--- src/rtl/tfoc_pkg.sv ---
`default_nettype none
package tfoc_pkg;

    localparam int unsigned CAPACITY_DEF = 64;

    localparam logic [1:0] OP_INGEST = 2'd0;
    localparam logic [1:0] OP_CLEAR  = 2'd1;
    localparam logic [1:0] OP_READ   = 2'd2;

    localparam logic [2:0] ST_OK        = 3'd0;
    localparam logic [2:0] ST_COMPLETE  = 3'd1;
    localparam logic [2:0] ST_DUPLICATE = 3'd2;
    localparam logic [2:0] ST_BOUNDARY  = 3'd3;
    localparam logic [2:0] ST_REJECTED  = 3'd4;

    localparam logic [1:0] REG_SLOTS = 2'd0;
    localparam logic [1:0] REG_RESP  = 2'd1;
    localparam logic [1:0] REG_MIN   = 2'd2;

    typedef enum logic [3:0] {
        S_IDLE,
        S_DIV,
        S_FRAME,
        S_SCAN_RD,
        S_SCAN_CMP,
        S_STORE,
        S_READ_RD,
        S_READ_OUT,
        S_OUT
    } t_state;

    // controller -> datapath
    typedef struct packed {
        logic       load;      // capture input item
        logic       div_start;
        logic       open_frame;
        logic       scan_init;
        logic       scan_rd;   // issue read at scan index
        logic       scan_next;
        logic       rd_issue;  // issue read at read_index
        logic       store;
        logic       clear;
        logic       set_status;
        logic [2:0] status;
        logic       capture_entry;
        logic       out_load;
    } t_cmd;

    // datapath -> controller
    typedef struct packed {
        logic [1:0] op;
        logic       cfg_ok;
        logic       item_bad;
        logic       div_done;
        logic       active;
        logic       frame_neg;
        logic       frame_zero;
        logic       scan_end;
        logic       match;
        logic       full;
        logic       complete_after;
        logic       read_ok;
        logic       out_busy;
    } t_sts;

endpackage
`default_nettype wire

--- src/rtl/tfoc_ctrl.sv ---
`default_nettype none
module tfoc_ctrl (
    input  wire logic           i_clk,
    input  wire logic           i_rst_n,
    input  wire logic           i_valid,
    output logic                o_stall,
    input  wire tfoc_pkg::t_sts i_sts,
    output tfoc_pkg::t_cmd      o_cmd
);
    import tfoc_pkg::*;

    t_state r_state, n_state;

    always_ff @(posedge i_clk) begin
        if (!i_rst_n) begin
            r_state <= S_IDLE;
        end else begin
            r_state <= n_state;
        end
    end

    always_comb begin
        n_state = r_state;
        o_cmd   = '0;
        o_stall = 1'b1;
        case (r_state)
            S_IDLE: begin
                o_stall = 1'b0;
                if (i_valid) begin
                    o_cmd.load = 1'b1;
                    n_state = S_DIV;
                end
            end
            S_DIV: begin
                // decode the captured item
                case (i_sts.op)
                    OP_INGEST: begin
                        if (!i_sts.cfg_ok || i_sts.item_bad) begin
                            o_cmd.set_status = 1'b1;
                            o_cmd.status = ST_REJECTED;
                            n_state = S_OUT;
                        end else begin
                            o_cmd.div_start = 1'b1;
                            n_state = S_FRAME;
                        end
                    end
                    OP_CLEAR: begin
                        o_cmd.clear = 1'b1;
                        o_cmd.set_status = 1'b1;
                        o_cmd.status = ST_OK;
                        n_state = S_OUT;
                    end
                    OP_READ: begin
                        o_cmd.rd_issue = 1'b1;
                        n_state = S_READ_RD;
                    end
                    default: begin
                        o_cmd.set_status = 1'b1;
                        o_cmd.status = ST_REJECTED;
                        n_state = S_OUT;
                    end
                endcase
            end
            S_FRAME: begin
                if (i_sts.div_done) begin
                    o_cmd.scan_init = 1'b1;
                    if (!i_sts.active) begin
                        o_cmd.open_frame = 1'b1;
                        n_state = S_SCAN_RD;
                    end else if (i_sts.frame_neg) begin
                        o_cmd.set_status = 1'b1;
                        o_cmd.status = ST_REJECTED;
                        n_state = S_OUT;
                    end else if (!i_sts.frame_zero) begin
                        o_cmd.set_status = 1'b1;
                        o_cmd.status = ST_BOUNDARY;
                        n_state = S_OUT;
                    end else begin
                        n_state = S_SCAN_RD;
                    end
                end
            end
            S_SCAN_RD: begin
                if (i_sts.scan_end) begin
                    n_state = S_STORE;
                end else begin
                    o_cmd.scan_rd = 1'b1;
                    n_state = S_SCAN_CMP;
                end
            end
            S_SCAN_CMP: begin
                if (i_sts.match) begin
                    o_cmd.set_status = 1'b1;
                    o_cmd.status = ST_DUPLICATE;
                    n_state = S_OUT;
                end else begin
                    o_cmd.scan_next = 1'b1;
                    n_state = S_SCAN_RD;
                end
            end
            S_STORE: begin
                o_cmd.set_status = 1'b1;
                if (i_sts.full) begin
                    o_cmd.status = ST_REJECTED;
                end else begin
                    o_cmd.store = 1'b1;
                    o_cmd.status = i_sts.complete_after ? ST_COMPLETE : ST_OK;
                end
                n_state = S_OUT;
            end
            S_READ_RD: begin
                // hold the read address so the entry is still there next cycle
                o_cmd.rd_issue = 1'b1;
                n_state = S_READ_OUT;
            end
            S_READ_OUT: begin
                o_cmd.set_status = 1'b1;
                o_cmd.status = i_sts.read_ok ? ST_OK : ST_REJECTED;
                o_cmd.capture_entry = i_sts.read_ok;
                n_state = S_OUT;
            end
            S_OUT: begin
                if (!i_sts.out_busy) begin
                    o_cmd.out_load = 1'b1;
                    n_state = S_IDLE;
                end
            end
            default: n_state = S_IDLE;
        endcase
    end
endmodule
`default_nettype wire

--- config.mk ---
export PLATFORM = sky130hd
export DESIGN_NAME = tfoc_ctrl
export DESIGN_NICKNAME = d
export VERILOG_FILES = /design/src/rtl/tfoc_pkg.sv /design/src/rtl/tfoc_ctrl.sv
export SDC_FILE = /design/constraint.sdc
export NUM_CORES = 1
export LEC_CHECK = 0
export BUFFER_PORTS_ARGS = -buffer_cell sky130_fd_sc_hd__buf_2
export CORE_AREA = 2 2 39 41
export CTS_CLUSTER_DIAMETER = 100
export DETAILED_ROUTE_END_ITERATION = 7
export DIE_AREA = 0 0 41 43
export GPL_TIMING_DRIVEN = 0
export HOLD_SLACK_MARGIN = 0.06
export PLACE_DENSITY = 0.72
export SETUP_SLACK_MARGIN = 0.1
export SLEW_MARGIN = 10
export SYNTH_ARGS = -nofsm -noshare
export SYNTH_HDL_FRONTEND = slang
export SYNTH_SLANG_ARGS = --single-unit
--- constraint.sdc ---
create_clock -name i_clk -period 2 [get_ports i_clk]
set_input_delay 0.6 -clock i_clk [delete_from_list [all_inputs] [get_ports i_clk]]
set_output_delay 0.6 -clock i_clk [all_outputs]
set_load 0.02 [all_outputs]
==> impl_metrics.csv, run 1 <==
group,metric,value,unit
routing,wl_per_cell,13.2,um
routing,highest_layer,"met4",
clocking,cts_buffers,3,
floorplan,core_area,1380,um^2
worst_setup_path,path_cells,"nand2b_4 > or3_4 > nor4b_2 > buf_4",
layout,top_regs,"r_state x4",
layout,area_growth,84.7,%
global_route,grt_max_degree,11,
flow_run,maxCapViolations,0,
worst_hold_path,hold_class,"input pin to flop",
timing,fin_ws,-0.174,ns
routing,routed_via_density,5.56,
worst_setup_path,max_stage_delay,0.36,ns
global_route,antenna_found_initial,0,
worst_setup_path,startpoint_type,"flop",
logic_synthesis,ys_seq_area_frac,0.164,
routing,wl_met2,909,um
floorplan,dieArea,1760,um^2
layout,fin_cells,129,
timing,fin_crit,2.17,ns
place,place_congestion,0.898,
layout,fin_nets,132,
timing,max_freq,0.460,GHz
layout,n_antenna_cell,0,
timing,hold_viol,0,
worst_hold_path,hp-start,"i_rst_n",
worst_setup_path,cp_slowest_cell,"or3_4",
place,dp_hpwl,1.21,mm
timing,finalSetupViolCount,4,
timing,post-route-period-util,1.09,
worst_setup_path,cp_max_fo,5,
worst_setup_path,ff2ff_setup_slack,0.74,ns
routing,vias,717,
worst_setup_path,worst_ep_arrival_time,1.57,ns
logic_synthesis,syn-cell-area,489,um^2
clocking,holdBufCountCts,0,
place,dpl_cell_area,723,um^2
clocking,cts_tree,"yes",
timing,worstMarginPinSlew,0.275,ns
clocking,clockBufferDepth,2,
layout,regArea,87.6,um^2
logic_synthesis,synth_common_cells,"8 x nand2_1, 8 x nor2_1",
clocking,clk_latency,0.23,ns
worst_setup_path,crit_type,"flop to output pin",
logic_synthesis,syn_nets,90,
logic_synthesis,synthArstFlopShare,0,
pwr,power_density,514,nW/um^2
place,port_buffers,32,
clocking,cts.sink_count,4,
logic_synthesis,synthTopCellsByArea,"dfxtp_1 16%, nand2_1 6.1%, nor2_1 6.1%",
logic_synthesis,synth_warnings,0,
clocking,cts-root-buf,"clkbuf_4",
place,dpl.cell_count,121,
logic_synthesis,synth_enable_flop_cells,0,
layout,top_register,"r_state",
worst_hold_path,whs_path_depth,2,
logic_synthesis,synth_flop_cell,"dfxtp_1",
clocking,clk_pin_slew_worst_paths,0.04,ns
clocking,cts_max_level,1,
layout,largest_reg_flops,4,
status,violations,"negative setup slack",
worst_setup_path,rr_worst_depth,4,
floorplan,rows,14,
layout,fill_cells,109,
routing,drc_errors,0,
global_route,grt_overflow_total,0,
worst_setup_path,cp.required,1.40,ns
status,status,"complete, but fails checks",
floorplan,initial_utilization,0.354,
logic_synthesis,syn_inst,73,
pwr,p_leak,0.408,nW
pwr,total_power,0.000464,W
logic_synthesis,synth_cell_types,33,
timing,skew,0.00159,ns
routing,wl,1.71,mm
logic_synthesis,synth.avg_cell_area,6.70,um^2
routing,dr.pass1.iters,4,
global_route,grt_pass1_wl,2.44,mm
routing,first_iter_violations,15,
timing,setup_tns,-0.278,ns
timing,slew_viol_final,0,
routing,dr_wl_met3,122,um
routing,wl_met1,606,um
logic_synthesis,synth_top_area_cell,"dfxtp_1",
worst_setup_path,r2r_end,"r_state[3]",
timing,relSlewSlack,0.816,
floorplan,chipHeight,43,um
worst_setup_path,crit_path_end_kind,"output pin",
timing,rsz0062_at_grt,"true",
floorplan,dieWidth,41,um
worst_setup_path,r2r-start,"r_state[3]",
pwr,ir_drop,0.347,mV
global_route,track_usage,0.204,
floorplan,pin_count,33,
routing,postRouteAntennaNets,0,
logic_synthesis,synth_top_cell_area_share,0.164,
layout,stdcell_area,903,um^2
logic_synthesis,ys_ff_latch,4,
worst_hold_path,hold_end,"r_state[2]",
global_route,grt_pass1_vias,625,
layout,multiInputGateArea,474,um^2
layout,drive_above_1_share,0.584,
report_power, final:
group / total, W / internal [W] / switching, W / leakage [nW]
Clock: 0.0000962 / 0.0000669 / 0.0000293 / 0.0138
Combinational: 0.000254 / 0.000115 / 0.000139 / 0.360
Sequential: 0.000114 / 0.0000930 / 0.0000210 / 0.0347
layer usage:
metal | global-route usage | vias up
met2 | 0.325 | 40
met4 | 0.160 | 0
met1 | 0.217 | 318
met3 | 0.0419 | 8
met5 | 0 | -
li1 | - | 351
metrics by stage:
step	utilization	hold WS [ns]	setup slack (ns)
2_1_floorplan	-	0.665	-0.00600
3_3_place_gp	0.523	0.708	-0.0702
3_5_place_dp	0.523	0.728	-0.0840
4_1_cts	0.644	0.576	-0.0699
5_1_grt	0.653	0.568	-0.262
6_report	0.653	0.583	-0.174
critical path: cells and delay by family, from the launching register on:
family	cells	cell delay (ns)
and+or+nand+nor	3	0.80
DFF	1	0.34
buffers and inverters	1	0.21
how the worst max path moves through the flow:
stage | from | end | slack [ns]
global placement | i_sts[9] | o_cmd[5] | -0.07
CTS | r_state[3] | o_cmd[13] | -0.07
detailed placement | i_sts[9] | o_cmd[2] | -0.08
global route | r_state[3] | o_cmd[13] | -0.26
floorplan | i_sts[9] | o_cmd[4] | -0.006
finish | r_state[3] | o_cmd[13] | -0.17
layout by cell type, fill, tap and decap left out, types with 3 or more instances in the layout:
master    Yosys  final
a21oi_1       4      3
buf_4         0     12
dfxtp_2       0      3
nor2_1        8      6
buf_6         0      6
nand2b_1      4      3
nand2_1       8      4
nand2_2       0      3
nor3_1        4      3
clkbuf_4      0      3
buf_2         2     21
logic make-up (layout without fill, tap and decap cells):
logic type / after synthesis / after routing / synth area share
buffers and inverters: 6 / 46 / 0.0512
AO/OA/AOI/OAI: 16 / 16 / 0.215
AND/OR/NAND/NOR: 47 / 47 / 0.570
flip-flops: 4 / 4 / 0.164
final cells by class:
type,instances,area share
clock buffer,3,0.0249
multi-input combinational,63,0.525
tap,16,0.0222
inverter,2,0.00831
buffer,4,0.0443
sequential,4,0.0970
timing repair buffer,37,0.278
what timing repair did:
item                                    4_1_cts  5_1_grt
gates resized for setup                      34        6
setup buffers                                 5        0
endpoints found under the setup margin       15       14
pin swaps                                     3        2
(Power assumes the default switching activity.)
==> run 2: changes to the inputs <==
Clock period 2 ns to 2.7 ns, I/O delays scaled along.
==> impl_metrics.csv, run 2 (synthesis results as in run 1) <==
group,metric,value,unit
timing,finalSetupViolCount,0,
layout,top_regs,"r_state x4",
global_route,antenna_found_initial,0,
timing,rsz0062_at_grt,"false",
layout,n_antenna_cell,0,
floorplan,dieWidth,41,um
timing,hold_ws,0.717,ns
layout,fin_nets,127,
pwr,p_sw,0.000124,W
clocking,clockBufferDepth,2,
routing,wl,1.40,mm
clocking,cts_max_level,1,
routing,first_iter_violations,8,
floorplan,dieArea,1760,um^2
worst_setup_path,cp_slowest_cell,"nor4_4",
global_route,track_usage,0.166,
timing,slew_viol_final,0,
place,port_buffers,32,
worst_setup_path,ff2ff_setup_slack,1.32,ns
clocking,cts_resized,0,
worst_setup_path,cp.required,1.89,ns
routing,postRouteAntennaNets,0,
clocking,cts_setup_buffers,0,
layout,multiInputGateArea,393,um^2
worst_setup_path,max_stage_delay,0.24,ns
routing,routed_via_density,5.28,
worst_setup_path,rr_worst_depth,4,
worst_hold_path,hold_class,"flop to flop",
pwr,swShare,0.414,
layout,largest_reg_flops,4,
status,status,"finished, final reports clean",
floorplan,rows,14,
floorplan,initial_utilization,0.354,
worst_hold_path,hold_end,"r_state[3]",
routing,wl_per_cell,11.3,um
worst_hold_path,whs_path_depth,3,
pwr,comb_power_share,0.504,
pwr,p_leak,0.348,nW
routing,dr.pass1.iters,5,
worst_setup_path,startpoint_type,"input pin",
worst_setup_path,path_cells,"buf_2 > nand2_1 > nor4_4 > a32oi_1 > nand2_1 > buf_2",
clocking,cts.sink_count,4,
layout,most-common-layout-cells,"34 x buf_2, 8 x nor2_1, 8 x nand2_1",
global_route,grt_pass1_vias,521,
layout,top_register,"r_state",
routing,drc_errors,0,
global_route,grt_overflow_total,0,
timing,worstMarginPinSlew,0.403,ns
pwr,ir_drop,0.280,mV
timing,relSlewSlack,0.732,
worst_setup_path,r2r-start,"r_state[0]",
timing,setup_tns,0,ns
pwr,p_seq_frac,0.260,
clocking,clk_latency,0.23,ns
timing,post-route-period-util,0.918,
layout,regArea,80.1,um^2
floorplan,core_area,1380,um^2
floorplan,pin_count,33,
flow_run,maxCapViolations,0,
worst_setup_path,worst_ep_arrival_time,1.67,ns
layout,mostFrequentLayoutCell,"buf_2",
global_route,grt_pass1_wl,2.08,mm
clocking,cts-root-buf,"clkbuf_4",
worst_hold_path,hp-start,"r_state[1]",
layout,fill_cells,142,
worst_setup_path,cp_max_fo,5,
routing,vias,655,
floorplan,chipHeight,43,um
layout,area_growth,43.2,%
layout,drive_above_1_share,0.370,
place,dp_hpwl,1.13,mm
global_route,grt_max_degree,11,
worst_setup_path,crit_type,"input pin to output pin",
clocking,cts_tree,"yes",
timing,fin_crit,2.48,ns
pwr,internal_power,0.000175,W
pwr,clkPwrFrac,0.236,
worst_setup_path,r2r_end,"r_state[1]",
pwr,power_density,427,nW/um^2
timing,max_freq,0.403,GHz
clocking,clk_pin_slew_worst_paths,0.04,ns
place,place_congestion,0.850,
timing,skew,0.00359,ns
worst_setup_path,crit_path_end_kind,"output pin",
clocking,holdBufCountCts,0,
timing,hold_viol,0,
clocking,cts_buffers,3,
## run 2: cell types whose count changed in the layout (fill, tap and decap cells not counted), sizes merged
cell	previous run	this run
clkbuf	4	5
buf	40	34
## run 2: worst max-delay path by stage
| stage | from | endpoint | slack (ns) | cells past startpoint |
|---|---|---|---|---|
| floorplan | i_sts[9] | o_cmd[12] | 0.24 | 3 |
| global placement | i_sts[9] | o_cmd[5] | 0.23 | 6 |
| detailed placement | i_sts[9] | o_cmd[5] | 0.21 | 6 |
| CTS | i_sts[9] | o_cmd[5] | 0.21 | 6 |
| global route | r_state[3] | o_cmd[4] | 0.11 | 6 |
| finish | i_sts[9] | o_cmd[5] | 0.22 | 6 |
## run 2: per-layer routing
layer,track usage,vias to the layer above,share of wire
li1,-,339,-
met1,0.218,286,0.47
met2,0.250,30,0.46
met3,0.0366,0,0.068
met4,0.0733,0,0
met5,0,-,0
## run 2: through the flow
stage                     setup WS [ns]  std cells  utilization  total power (W)  area, um^2
after CTS                         0.213        124        0.506         0.000300         701
after global placement            0.226        121        0.490         0.000225         678
after floorplan                   0.237         73            -         0.000178         498
after global routing              0.109        124        0.506         0.000321         701
final                             0.221        124        0.506         0.000299         701
after detailed placement          0.215        121        0.490         0.000227         678
## run 2: power groups by stage
stage          Sequential [W]  Combinational, W  Clock [W]
6_report            0.0000776          0.000151  0.0000707
5_1_grt             0.0000781          0.000164  0.0000788
4_1_cts             0.0000772          0.000150  0.0000731
3_5_place_dp        0.0000781          0.000149          0
3_3_place_gp        0.0000778          0.000147          0
2_1_floorplan       0.0000759          0.000102          0
## run 2: area by class of cell
cell class | count | share of cell area
buffer | 4 | 0.0250
clock buffer | 3 | 0.0321
inverter | 2 | 0.0107
multi-input combinational | 63 | 0.561
sequential | 4 | 0.114
tap | 16 | 0.0286
timing repair buffer | 32 | 0.229
## run 2: critical path: cells and delay by family
kind / cells / cell delay (ns)
compound gates: 1 / 0.18
simple gates: 3 / 0.44
buf+inv: 2 / 0.25
==> run 3: changes to the inputs <==
Settings changed: CORE_AREA 2 2 39 41 to not set, CORE_MARGIN set to 2, CORE_UTILIZATION set to 36, DIE_AREA 0 0 41 43 to not set, PLACE_DENSITY 0.72 to 0.74.
Clock period 2.7 ns to 2.1 ns, I/O delays scaled along.
==> impl_metrics.csv, run 3 (synthesis results as in run 1) <==
group,metric,value,unit
layout,top_regs,"r_state x4",
clocking,holdBufCountCts,0,
floorplan,rows,13,
pwr,p_leak,0.418,nW
global_route,track_usage,0.190,
routing,wl,1.69,mm
floorplan,dieWidth,40.9,um
layout,area_growth,78.3,%
routing,routed_via_density,5.47,
worst_setup_path,cp_max_fo,5,
routing,wl_per_cell,13.2,um
layout,largest_reg_flops,4,
worst_hold_path,hold_class,"input pin to flop",
clocking,cts_buffers,3,
status,violations,"negative setup slack",
timing,fin_crit,2.13,ns
routing,vias,700,
worst_setup_path,startpoint_type,"flop",
layout,most-common-layout-cells,"21 x buf_2, 13 x buf_4, 7 x nor2_1, 6 x nand2_1, 5 x buf_6",
global_route,grt_overflow_total,0,
layout,regArea,87.6,um^2
status,status,"complete, but fails checks",
floorplan,chipHeight,40.9,um
layout,fin_nets,132,
place,port_buffers,32,
worst_setup_path,cp.required,1.47,ns
routing,postRouteAntennaNets,0,
timing,fin_ws,-0.0268,ns
clocking,clk_pin_slew_worst_paths,0.04,ns
clocking,cts-root-buf,"clkbuf_4",
place,place_congestion,0.845,
floorplan,pin_count,33,
timing,worstMarginPinSlew,0.330,ns
timing,max_freq,0.470,GHz
layout,multiInputGateArea,457,um^2
timing,setup_tns,-0.0268,ns
global_route,grt_pass1_wl,2.13,mm
global_route,grt_pass1_vias,549,
worst_setup_path,cp_slowest_cell,"or3_4",
place,dp_hpwl,1.20,mm
timing,post-route-period-util,1.01,
layout,top_register,"r_state",
floorplan,initial_utilization,0.381,
global_route,antenna_found_initial,0,
floorplan,dieArea,1670,um^2
worst_setup_path,path_cells,"nand2b_4 > or3_4 > nor4b_2 > buf_4",
pwr,ir_drop,0.401,mV
clocking,clk_latency,0.24,ns
place,dpl.cell_count,120,
worst_setup_path,crit_type,"flop to output pin",
worst_setup_path,worst_ep_arrival_time,1.50,ns
worst_setup_path,max_stage_delay,0.37,ns
layout,fin_cells,128,
worst_hold_path,whs_path_depth,2,
worst_setup_path,crit_path_end_kind,"output pin",
clocking,cts.sink_count,4,
timing,relSlewSlack,0.780,
layout,fill_cells,119,
timing,finalSetupViolCount,1,
layout,utilization,0.679,
timing,hold_viol,0,
layout,mostFrequentLayoutCell,"buf_2",
routing,first_iter_violations,12,
routing,dr.pass1.iters,4,
worst_setup_path,rr_worst_depth,5,
timing,slew_viol_final,0,
clocking,cts_tree,"yes",
timing,skew,0.00169,ns
routing,drc_errors,0,
layout,n_antenna_cell,0,
global_route,grt_max_degree,11,
clocking,cts_max_level,1,
floorplan,core_area,1280,um^2
layout,drive_above_1_share,0.540,
flow_run,maxCapViolations,0,
clocking,clockBufferDepth,2,
pwr,power_density,527,nW/um^2
timing,rsz0062_at_grt,"true",
[run 3: worst max-delay path, delay by kind of cell, from the launching register on]
kind          cells  cell delay, ns
buf+inv           1            0.19
flops             1            0.32
simple gates      3            0.75
[run 3: area by class of cell]
cell class,instances,area share
Multi-Input combinational cell,63,0.524
Timing Repair Buffer,37,0.284
Sequential cell,4,0.100
Buffer,4,0.0359
Clock buffer,3,0.0258
Tap cell,15,0.0215
Inverter,2,0.00861
[run 3: per-stage QoR]
| stage | cell area (um^2) | hold slack [ns] | total power (W) | setup WS, ns |
|---|---|---|---|---|
| finish | 872 | 0.612 | 0.000460 | -0.0268 |
| global route | 872 | 0.612 | 0.000495 | -0.106 |
| CTS | 811 | 0.605 | 0.000435 | 0.00423 |
| detailed placement | 699 | 0.725 | 0.000300 | -0.0425 |
| global placement | 699 | 0.708 | 0.000295 | -0.0128 |
| floorplan | 520 | 0.665 | 0.000233 | 0.0447 |
[run 3: per-layer routing]
layer / GRT usage / part of all wire / vias up
met2: 0.371 / 0.52 / 21
met1: 0.202 / 0.43 / 324
met5: 0 / 0 / -
li1: - / - / 355
met3: 0.0163 / 0.047 / 0
met4: 0.0750 / 0 / 0
[run 3: what timing repair did]
action | CTS | global route
gates resized for setup | 19 | 18
pin swaps | 4 | 3
endpoints found under the setup margin | 14 | 13
buffers inserted | 5 | 0
[run 3: report_power, final]
group	switching, W	internal (W)	total, W	leakage [nW]
Clock	0.0000340	0.0000641	0.0000981	0.0138
Sequential	0.0000150	0.0000884	0.000103	0.0347
Combinational	0.000137	0.000121	0.000258	0.369
[run 3: worst paths after layout]
path	start	endpoint	slack, ns
worst min-delay path	i_rst_n	r_state[2]	0.61
worst max register to register	r_state[3]	r_state[0]	0.85
worst max-delay path	r_state[3]	o_cmd[13]	-0.03
worst min register to register	r_state[1]	r_state[3]	0.68
